## src/sv/lir_pkg.sv

```systemverilog
// shared constants and helpers for the linear interpolation resampler
// no dependencies
package lir_pkg;

    localparam int SAMPLE_W     = 16;
    localparam int FRAC_W       = 32;
    localparam int STEP_W       = 40;
    localparam int CHAN_W       = 2;
    localparam int DIGIT_W      = 4;
    localparam int N_DIGITS     = FRAC_W / DIGIT_W;
    localparam int DIFF_W       = SAMPLE_W + 1;
    localparam int T_W          = DIFF_W + DIGIT_W + 2;
    localparam int H_W          = T_W - DIGIT_W;
    localparam int K_W          = STEP_W - FRAC_W + 1;
    localparam int SKIP_W       = 8;
    localparam int LANES        = 2;
    localparam int DATA_W       = 64;
    localparam int ADDR_W       = 4;
    localparam int TDATA_W      = 2 * SAMPLE_W;

    localparam int MAX_CHANNELS        = 2;
    localparam int MAX_OUTPUTS_DEFAULT = 64;

    localparam logic [STEP_W-1:0] STEP_RESET = STEP_W'(64'h1_0000_0000);
    localparam logic [CHAN_W-1:0] CHAN_RESET = CHAN_W'(2);
    localparam logic [CHAN_W-1:0] CHAN_MONO  = CHAN_W'(1);

    // register index as decoded from paddr bit 3
    localparam logic REG_STEP = 1'b0;
    localparam logic REG_CHAN = 1'b1;

    // floor result plus sticky low bits gives truncation toward zero
    function automatic logic [SAMPLE_W-1:0] trunc_zero(input logic signed [H_W-1:0] s,
                                                       input logic sticky);
        logic corr;
        corr = s[H_W-1] & sticky;
        return s[SAMPLE_W-1:0] + SAMPLE_W'(corr);
    endfunction

endpackage

```

## src/sv/linear_interp_resampler.sv

```systemverilog
// top level of the linear interpolation resampler, digit-serial datapath
// depends on lir_pkg
//
// Streaming linear-interpolation sample rate converter for one or two
// 16-bit channels. Frames arrive on the slave stream, interpolated frames
// leave on the master stream with tlast on the final result caused by an
// input frame. The step register holds input rate over output rate as
// unsigned 8.32 fixed point; channel_count 1 selects mono, any other value
// stereo. The first frame after reset, and frames absorbed after a phase
// advance of more than one, are taken with no result. Every other frame
// gives one or more results: each result runs through the 4-bit-digit
// serial multiplier (one digit of the 32-bit phase fraction per cycle,
// with the phase add running on the same digits) and is then moved into
// the output register once it is free or the sink is ready. The input is
// ready again as soon as the final result sits in the output register.
// Registers sit at byte address 0 (step, 40 bits) and 8 (channel_count)
// and should only be written while no frame is in progress.
module linear_interp_resampler #(
    parameter int MAX_OUTPUTS_PER_INPUT = lir_pkg::MAX_OUTPUTS_DEFAULT
) (
    input  logic                         i_clk,
    input  logic                         i_rst_n,
    // slave stream
    input  logic                         s_axis_tvalid,
    output logic                         s_axis_tready,
    // [15:0] sample_left, [31:16] sample_right
    input  logic [lir_pkg::TDATA_W-1:0]  s_axis_tdata,
    // master stream
    output logic                         m_axis_tvalid,
    input  logic                         m_axis_tready,
    // [15:0] out_left, [31:16] out_right
    output logic [lir_pkg::TDATA_W-1:0]  m_axis_tdata,
    // last_of_run
    output logic                         m_axis_tlast,
    // configuration port
    input  logic                         psel,
    input  logic                         penable,
    input  logic                         pwrite,
    input  logic [lir_pkg::ADDR_W-1:0]   paddr,
    input  logic [lir_pkg::DATA_W-1:0]   pwdata,
    output logic [lir_pkg::DATA_W-1:0]   prdata,
    output logic                         pready
);
    import lir_pkg::*;

    localparam int CNT_W = $clog2(MAX_OUTPUTS_PER_INPUT + 1);
    localparam int DIG_W = $clog2(N_DIGITS);

    typedef enum logic [1:0] {
        ST_IDLE,
        ST_MUL,
        ST_WAIT
    } t_state;

    // configuration
    logic [STEP_W-1:0]                r_step;
    logic [CHAN_W-1:0]                r_chan;

    // block state
    t_state                           r_state;
    logic signed [SAMPLE_W-1:0]       r_base [LANES];
    logic [FRAC_W-1:0]                r_frac;       // doubles as the digit shift register
    logic [SKIP_W-1:0]                r_skip;
    logic                             r_loaded;

    // per-frame working registers
    logic signed [SAMPLE_W-1:0]       r_b      [LANES];
    logic signed [DIFF_W-1:0]         r_d      [LANES];
    logic signed [H_W-1:0]            r_h      [LANES];
    logic                             r_sticky [LANES];
    logic                             r_stereo;
    logic [FRAC_W-1:0]                r_step_sh;
    logic                             r_carry;
    logic [DIG_W-1:0]                 r_dig;
    logic [CNT_W-1:0]                 r_cnt;

    // output register
    logic                             r_out_valid;
    logic [SAMPLE_W-1:0]              r_out [LANES];
    logic                             r_out_last;

    // combinational helpers
    logic                             cfg_wr;
    logic                             in_acc;
    logic                             stereo_now;
    logic signed [SAMPLE_W-1:0]       in_samp [LANES];
    logic [DIGIT_W-1:0]               digit;
    logic [DIGIT_W:0]                 dsum;
    logic signed [T_W-1:0]            prod [LANES];
    logic signed [T_W-1:0]            t    [LANES];
    logic signed [H_W-1:0]            s    [LANES];
    logic [SAMPLE_W-1:0]              q    [LANES];
    logic [K_W-1:0]                   k;
    logic                             run_end;
    logic                             out_free;

    // configuration port: write decode on bit 3, low bits are byte offset
    assign pready = 1'b1;
    assign cfg_wr = psel & penable & pwrite & pready;

    always_comb begin
        unique case (paddr[3])
            REG_STEP: prdata = DATA_W'(r_step);
            REG_CHAN: prdata = DATA_W'(r_chan);
            default:  prdata = '0;
        endcase
    end

    assign s_axis_tready = (r_state == ST_IDLE);
    assign in_acc        = s_axis_tvalid & s_axis_tready;
    assign stereo_now    = (MAX_CHANNELS >= 2) && (r_chan != CHAN_MONO);

    always_comb begin
        in_samp[0] = s_axis_tdata[SAMPLE_W-1:0];
        in_samp[1] = stereo_now ? s_axis_tdata[2*SAMPLE_W-1:SAMPLE_W] : '0;

        // one digit of the old fraction per cycle, shared by multiply and phase add
        digit = r_frac[DIGIT_W-1:0];
        dsum  = {1'b0, digit} + {1'b0, r_step_sh[DIGIT_W-1:0]} + (DIGIT_W+1)'(r_carry);

        for (int l = 0; l < LANES; l++) begin
            prod[l] = T_W'(r_d[l]) * T_W'($signed({1'b0, digit}));
            t[l]    = T_W'(r_h[l]) + prod[l];
            s[l]    = H_W'(r_base[l]) + r_h[l];
            q[l]    = trunc_zero(s[l], r_sticky[l]);
        end

        // integer phase advance, top step bits plus the carry out of the fraction
        k        = {1'b0, r_step[STEP_W-1:FRAC_W]} + K_W'(r_carry);
        run_end  = (k != '0) || (r_cnt == CNT_W'(MAX_OUTPUTS_PER_INPUT - 1));
        out_free = !r_out_valid || m_axis_tready;
    end

    always_ff @(posedge i_clk) begin
        if (!i_rst_n) begin
            r_step      <= STEP_RESET;
            r_chan      <= CHAN_RESET;
            r_state     <= ST_IDLE;
            r_frac      <= '0;
            r_skip      <= '0;
            r_loaded    <= 1'b0;
            r_out_valid <= 1'b0;
            for (int l = 0; l < LANES; l++) begin
                r_base[l] <= '0;
            end
        end else begin
            if (cfg_wr) begin
                unique case (paddr[3])
                    REG_STEP: r_step <= pwdata[STEP_W-1:0];
                    REG_CHAN: r_chan <= pwdata[CHAN_W-1:0];
                    default:  ;
                endcase
            end

            // cleared on a completed transaction unless a new result is loaded
            if (m_axis_tvalid && m_axis_tready && !(r_state == ST_WAIT && out_free)) begin
                r_out_valid <= 1'b0;
            end

            unique case (r_state)
                ST_IDLE: begin
                    if (in_acc) begin
                        if (!r_loaded || r_skip != '0) begin
                            // first frame or absorbed frame: only the base moves
                            for (int l = 0; l < LANES; l++) begin
                                r_base[l] <= in_samp[l];
                            end
                            if (!r_loaded) begin
                                r_loaded <= 1'b1;
                            end else begin
                                r_skip <= r_skip - SKIP_W'(1);
                            end
                        end else begin
                            for (int l = 0; l < LANES; l++) begin
                                r_b[l]      <= in_samp[l];
                                r_d[l]      <= DIFF_W'(in_samp[l]) - DIFF_W'(r_base[l]);
                                r_h[l]      <= '0;
                                r_sticky[l] <= 1'b0;
                            end
                            r_stereo  <= stereo_now;
                            r_step_sh <= r_step[FRAC_W-1:0];
                            r_carry   <= 1'b0;
                            r_dig     <= '0;
                            r_cnt     <= '0;
                            r_state   <= ST_MUL;
                        end
                    end
                end

                ST_MUL: begin
                    for (int l = 0; l < LANES; l++) begin
                        r_h[l]      <= H_W'(t[l] >>> DIGIT_W);
                        r_sticky[l] <= r_sticky[l] | (t[l][DIGIT_W-1:0] != '0);
                    end
                    r_frac    <= {dsum[DIGIT_W-1:0], r_frac[FRAC_W-1:DIGIT_W]};
                    r_step_sh <= r_step_sh >> DIGIT_W;
                    r_carry   <= dsum[DIGIT_W];
                    r_dig     <= r_dig + DIG_W'(1);
                    if (r_dig == DIG_W'(N_DIGITS - 1)) begin
                        r_state <= ST_WAIT;
                    end
                end

                ST_WAIT: begin
                    if (out_free) begin
                        r_out_valid <= 1'b1;
                        r_out[0]    <= q[0];
                        r_out[1]    <= r_stereo ? q[1] : '0;
                        r_out_last  <= run_end;
                        if (run_end) begin
                            // cap without an advance leaves nothing to absorb
                            r_skip <= (k != '0) ? SKIP_W'(k - K_W'(1)) : '0;
                            for (int l = 0; l < LANES; l++) begin
                                r_base[l] <= r_b[l];
                            end
                            r_state <= ST_IDLE;
                        end else begin
                            for (int l = 0; l < LANES; l++) begin
                                r_h[l]      <= '0;
                                r_sticky[l] <= 1'b0;
                            end
                            r_step_sh <= r_step[FRAC_W-1:0];
                            r_carry   <= 1'b0;
                            r_dig     <= '0;
                            r_cnt     <= r_cnt + CNT_W'(1);
                            r_state   <= ST_MUL;
                        end
                    end
                end

                default: r_state <= ST_IDLE;
            endcase
        end
    end

    assign m_axis_tvalid = r_out_valid;
    assign m_axis_tdata  = {r_out[1], r_out[0]};
    assign m_axis_tlast  = r_out_last;

endmodule

```

## config.mk

```make
export PLATFORM = sky130hd
export DESIGN_NAME = linear_interp_resampler
export DESIGN_NICKNAME = d
export VERILOG_FILES = /design/src/sv/lir_pkg.sv /design/src/sv/linear_interp_resampler.sv
export SDC_FILE = /design/constraint.sdc
export NUM_CORES = 1
export LEC_CHECK = 0
export ABC_CLOCK_PERIOD_IN_PS = 7700
export BUFFER_PORTS_ARGS = -buffer_cell sky130_fd_sc_hd__clkbuf_2
export CORE_MARGIN = 8
export CORE_UTILIZATION = 62
export CTS_BUF_LIST = sky130_fd_sc_hd__clkbuf_8
export CTS_CLUSTER_SIZE = 10
export DETAILED_ROUTE_END_ITERATION = 10
export GPL_TIMING_DRIVEN = 0
export PLACE_DENSITY = 0.83
export SYNTH_ARGS = -nofsm -noshare
export SYNTH_HDL_FRONTEND = slang
export SYNTH_SLANG_ARGS = --single-unit
```

## constraint.sdc

```tcl
create_clock -name i_clk -period 7.7 [get_ports i_clk]
set_input_delay 1.54 -clock i_clk [delete_from_list [all_inputs] [get_ports i_clk]]
set_output_delay 1.54 -clock i_clk [all_outputs]
set_load 0.05 [all_outputs]
```

==> results.ini <==
[outcome]
status=complete, no violations

[worst_setup_path]
rr_endpoint=r_h[0][36]$_SDFFCE_PP0P_
end_kind=flip-flop
rrSetupSlack_ns=1.45
cp_max_fo=10
start_kind=flip-flop
worst-setup-path-type=reg -> reg
required_ns=8.04
reg2reg_depth=17
r2r_start=r_frac[1]$_SDFFE_PN0P_
cp.arrival_ns=6.59

[routing]
route.detailed.drc=0
detail_route.wl_per_cell_um=17.2
drt_pass1_iterations=5
routed_wl_um=51700
via_per_inst=5.55
num_vias=16700
drtIter0Drc=978
ant_nets=0

[layout]
layout_commonest_cell=nand2_1
register_area_um2=8180
final_util=0.705
fin_cells=3007
multi_input_area_um2=12100
n_fill_cell=2572
layout_common_cells=344 x nand2_1, 293 x inv_1, 215 x edfxtp_1
drive_above_1_share=0.114
num_antenna_cells=0
area_delta_synth_final_pct=12.2
finalNetCount=2901

[place]
hpwl_um=39900
io_buffer_count=154
gp_congestion=0.870
dp_cells=2912

[power_and_ir_drop]
p_sw_mw=1.37
power_mw=4.52
switching_share=0.304
seqPwrFrac=0.428
comb_power_share=0.227
internal-power_mw=3.14
leakage_nw=10.8
power_density_nw_per_um2=186
clockPowerShare=0.344
ir_drop_v=0.000146

[sta]
fin_skew_ns=0.0239
setup_viol=0
fin_crit_sh=0.812
max_freq_ghz=0.160
layout_min_cycle_time_ns=6.25
rsz0062_at_grt=no
worst_pin_slew_ns=1.20
final_max_slew_viol_count=0
holdWs_ns=0.455
fin_tns_setup_ns=0
slew_headroom=0.198
final_hold_viol_count=0

[logic_synthesis]
synth_cells=2275
ys_seq_elements=301
synth_top_area_share=0.298
netlist_top_cells_area=edfxtp_1 30%, fa_1 11%, ha_1 9.8%, dfxtp_1 7.9%, nand2_1 6.0%
seq_area_frac_synth=0.377
yosysWarnings=0
synthArstFlopShare=0
synth_ff_type=edfxtp_1
post_synth.cell_area_avg_um2=9.54
syn_area_um2=21700
yosys.area.top_type=edfxtp_1
synth-edff-count=215
netlist-cell-type-count=75

[cts]
cts_tree=done
clockBufferDepth=3
cts_sinks=301
path_clk_slew_ns=0.06
insertion_delay_ns=0.63
numCtsBuffers=51
ctsResizeCount=0
h-tree-depth=2
postCtsHoldBufs=0
cts_root_buf=clkbuf_8
post_cts_buffers=0

[floorplanning]
fp-row-count=68
start_util=0.628
core_area_um2=34500
io_pins=207
die_w_um=203
design.die.area_um2=41200
die_h_um=203

[worst_hold_path]
min_path_type=reg -> reg
min_from=r_frac[20]$_SDFFE_PN0P_
worstHoldPathCells=2
hold_path_end=r_frac[16]$_SDFFE_PN0P_

[global_route]
grt_pass1_vias=17400
globalRouteOverflowTotal=0
grt_start_max_net_pins=37
antenna_found_initial=1
grt_usage=0.254
grt_pass1_wl_um=85800

[flow_run]
cap_violations=0

==> synthesized netlist by cell type (all sizes together), types with 11 or more instances <==
library cell  instances
xor2                 47
a211oi               11
and2                127
edfxtp              215
buf                  30
nor2b                59
inv                 282
nor4                 12
fa                  114
nand2b               22
a21oi                67
o21a                 12
a21boi               78
nor3                 43
a21o                 31
ha                  170
and3                 15
xnor2                68
nor2                115
dfxtp                86
a22o                 34
o21ai                59
or3                  12
clkbuf               70
nand2               344
nand3                36
==> worst max-delay path, stage by stage (launching register included) <==
cell,delay (ns)
dfxtp_1,0.39
clkbuf_1,0.37
clkbuf_1,0.67
nand2_1,0.17
fa_1,0.55
inv_1,0.05
ha_1,0.30
fa_1,0.55
ha_1,0.33
a21o_1,0.18
a21o_1,0.21
a2111oi_0,0.57
o31ai_1,0.22
o41ai_1,0.69
o21ai_0,0.30
a21oi_1,0.21
xor2_1,0.15
nor2_1,0.07
==> through the flow <==
step / setup slack [ns] / instance area, um^2
global route: 1.08 / 24300
detailed placement: 1.56 / 23200
floorplan: 1.20 / 21800
finish: 1.45 / 24300
CTS: 1.53 / 24300
global placement: -1.54 / 23100
==> routing by layer <==
metal	up-vias	wire length, um	track usage
met1	7878	21700	0.321
met4	2	1500	0.0780
met2	620	24600	0.429
met5	-	13	0
met3	110	3990	0.0593
li1	8065	-	-
==> worst max path at each step <==
| stage | start | endpoint | slack [ns] | cells after the start |
|---|---|---|---|---|
| after CTS | r_frac[0]$_SDFFE_PN0P_ | r_h[0][36]$_SDFFCE_PP0P_ | 1.53 | 17 |
| after global routing | r_frac[1]$_SDFFE_PN0P_ | r_h[0][36]$_SDFFCE_PP0P_ | 1.08 | 16 |
| after detailed placement | r_frac[0]$_SDFFE_PN0P_ | r_h[0][36]$_SDFFCE_PP0P_ | 1.56 | 17 |
| after floorplan | i_rst_n | r_h[0][0]$_SDFFCE_PP0P_ | 1.20 | 5 |
| final | r_frac[1]$_SDFFE_PN0P_ | r_h[0][36]$_SDFFCE_PP0P_ | 1.45 | 17 |
| after global placement | i_rst_n | r_h[0][24]$_SDFFCE_PP0P_ | -1.54 | 6 |
==> sequential cells by signal, indices dropped and copies added, names as in the netlist <==
signal and flops:
r_b 32, r_h 38, r_dig 3, r_step_sh 32, r_sticky 2, r_loaded 1
r_chan 2, r_base 32, r_stereo 1, r_step 40, m_axis_tvalid 1, r_frac 32
r_d 34, m_axis_tlast 1, r_carry 1, r_skip 8, r_out 32, r_cnt 7
r_state 2
==> cells by family (layout without fill, tap and decap cells) <==
group | after synthesis | after routing | synth area share
simple gates | 816 | 816 | 0.180
buf+inv | 382 | 636 | 0.0705
compound gates | 364 | 364 | 0.117
flops | 301 | 301 | 0.377
fa+ha+maj | 284 | 284 | 0.203
xor+xnor | 115 | 115 | 0.0468
mux | 11 | 11 | 0.00531
other cells | 2 | 25 | 0.000346
==> final cells by class <==
type                       instances  share of cell area
sequential                       301               0.336
buffer                           100              0.0194
inverter                         282              0.0435
clock buffer                      58              0.0328
tap                              455              0.0234
timing repair buffer             159              0.0362
multi-input combinational       1615               0.496
clock inverter                    37              0.0125
==> power by group through the flow <==
stage | sequential, mW | clock [mW] | combinational [mW]
3_3_place_gp | 1.97 | 0 | 0.953
3_5_place_dp | 1.96 | 0 | 1.01
4_1_cts | 1.93 | 1.58 | 1.02
5_1_grt | 1.94 | 1.65 | 1.15
6_report | 1.93 | 1.56 | 1.03
2_1_floorplan | 1.95 | 0 | 0.769
(Power assumes the default switching activity.)
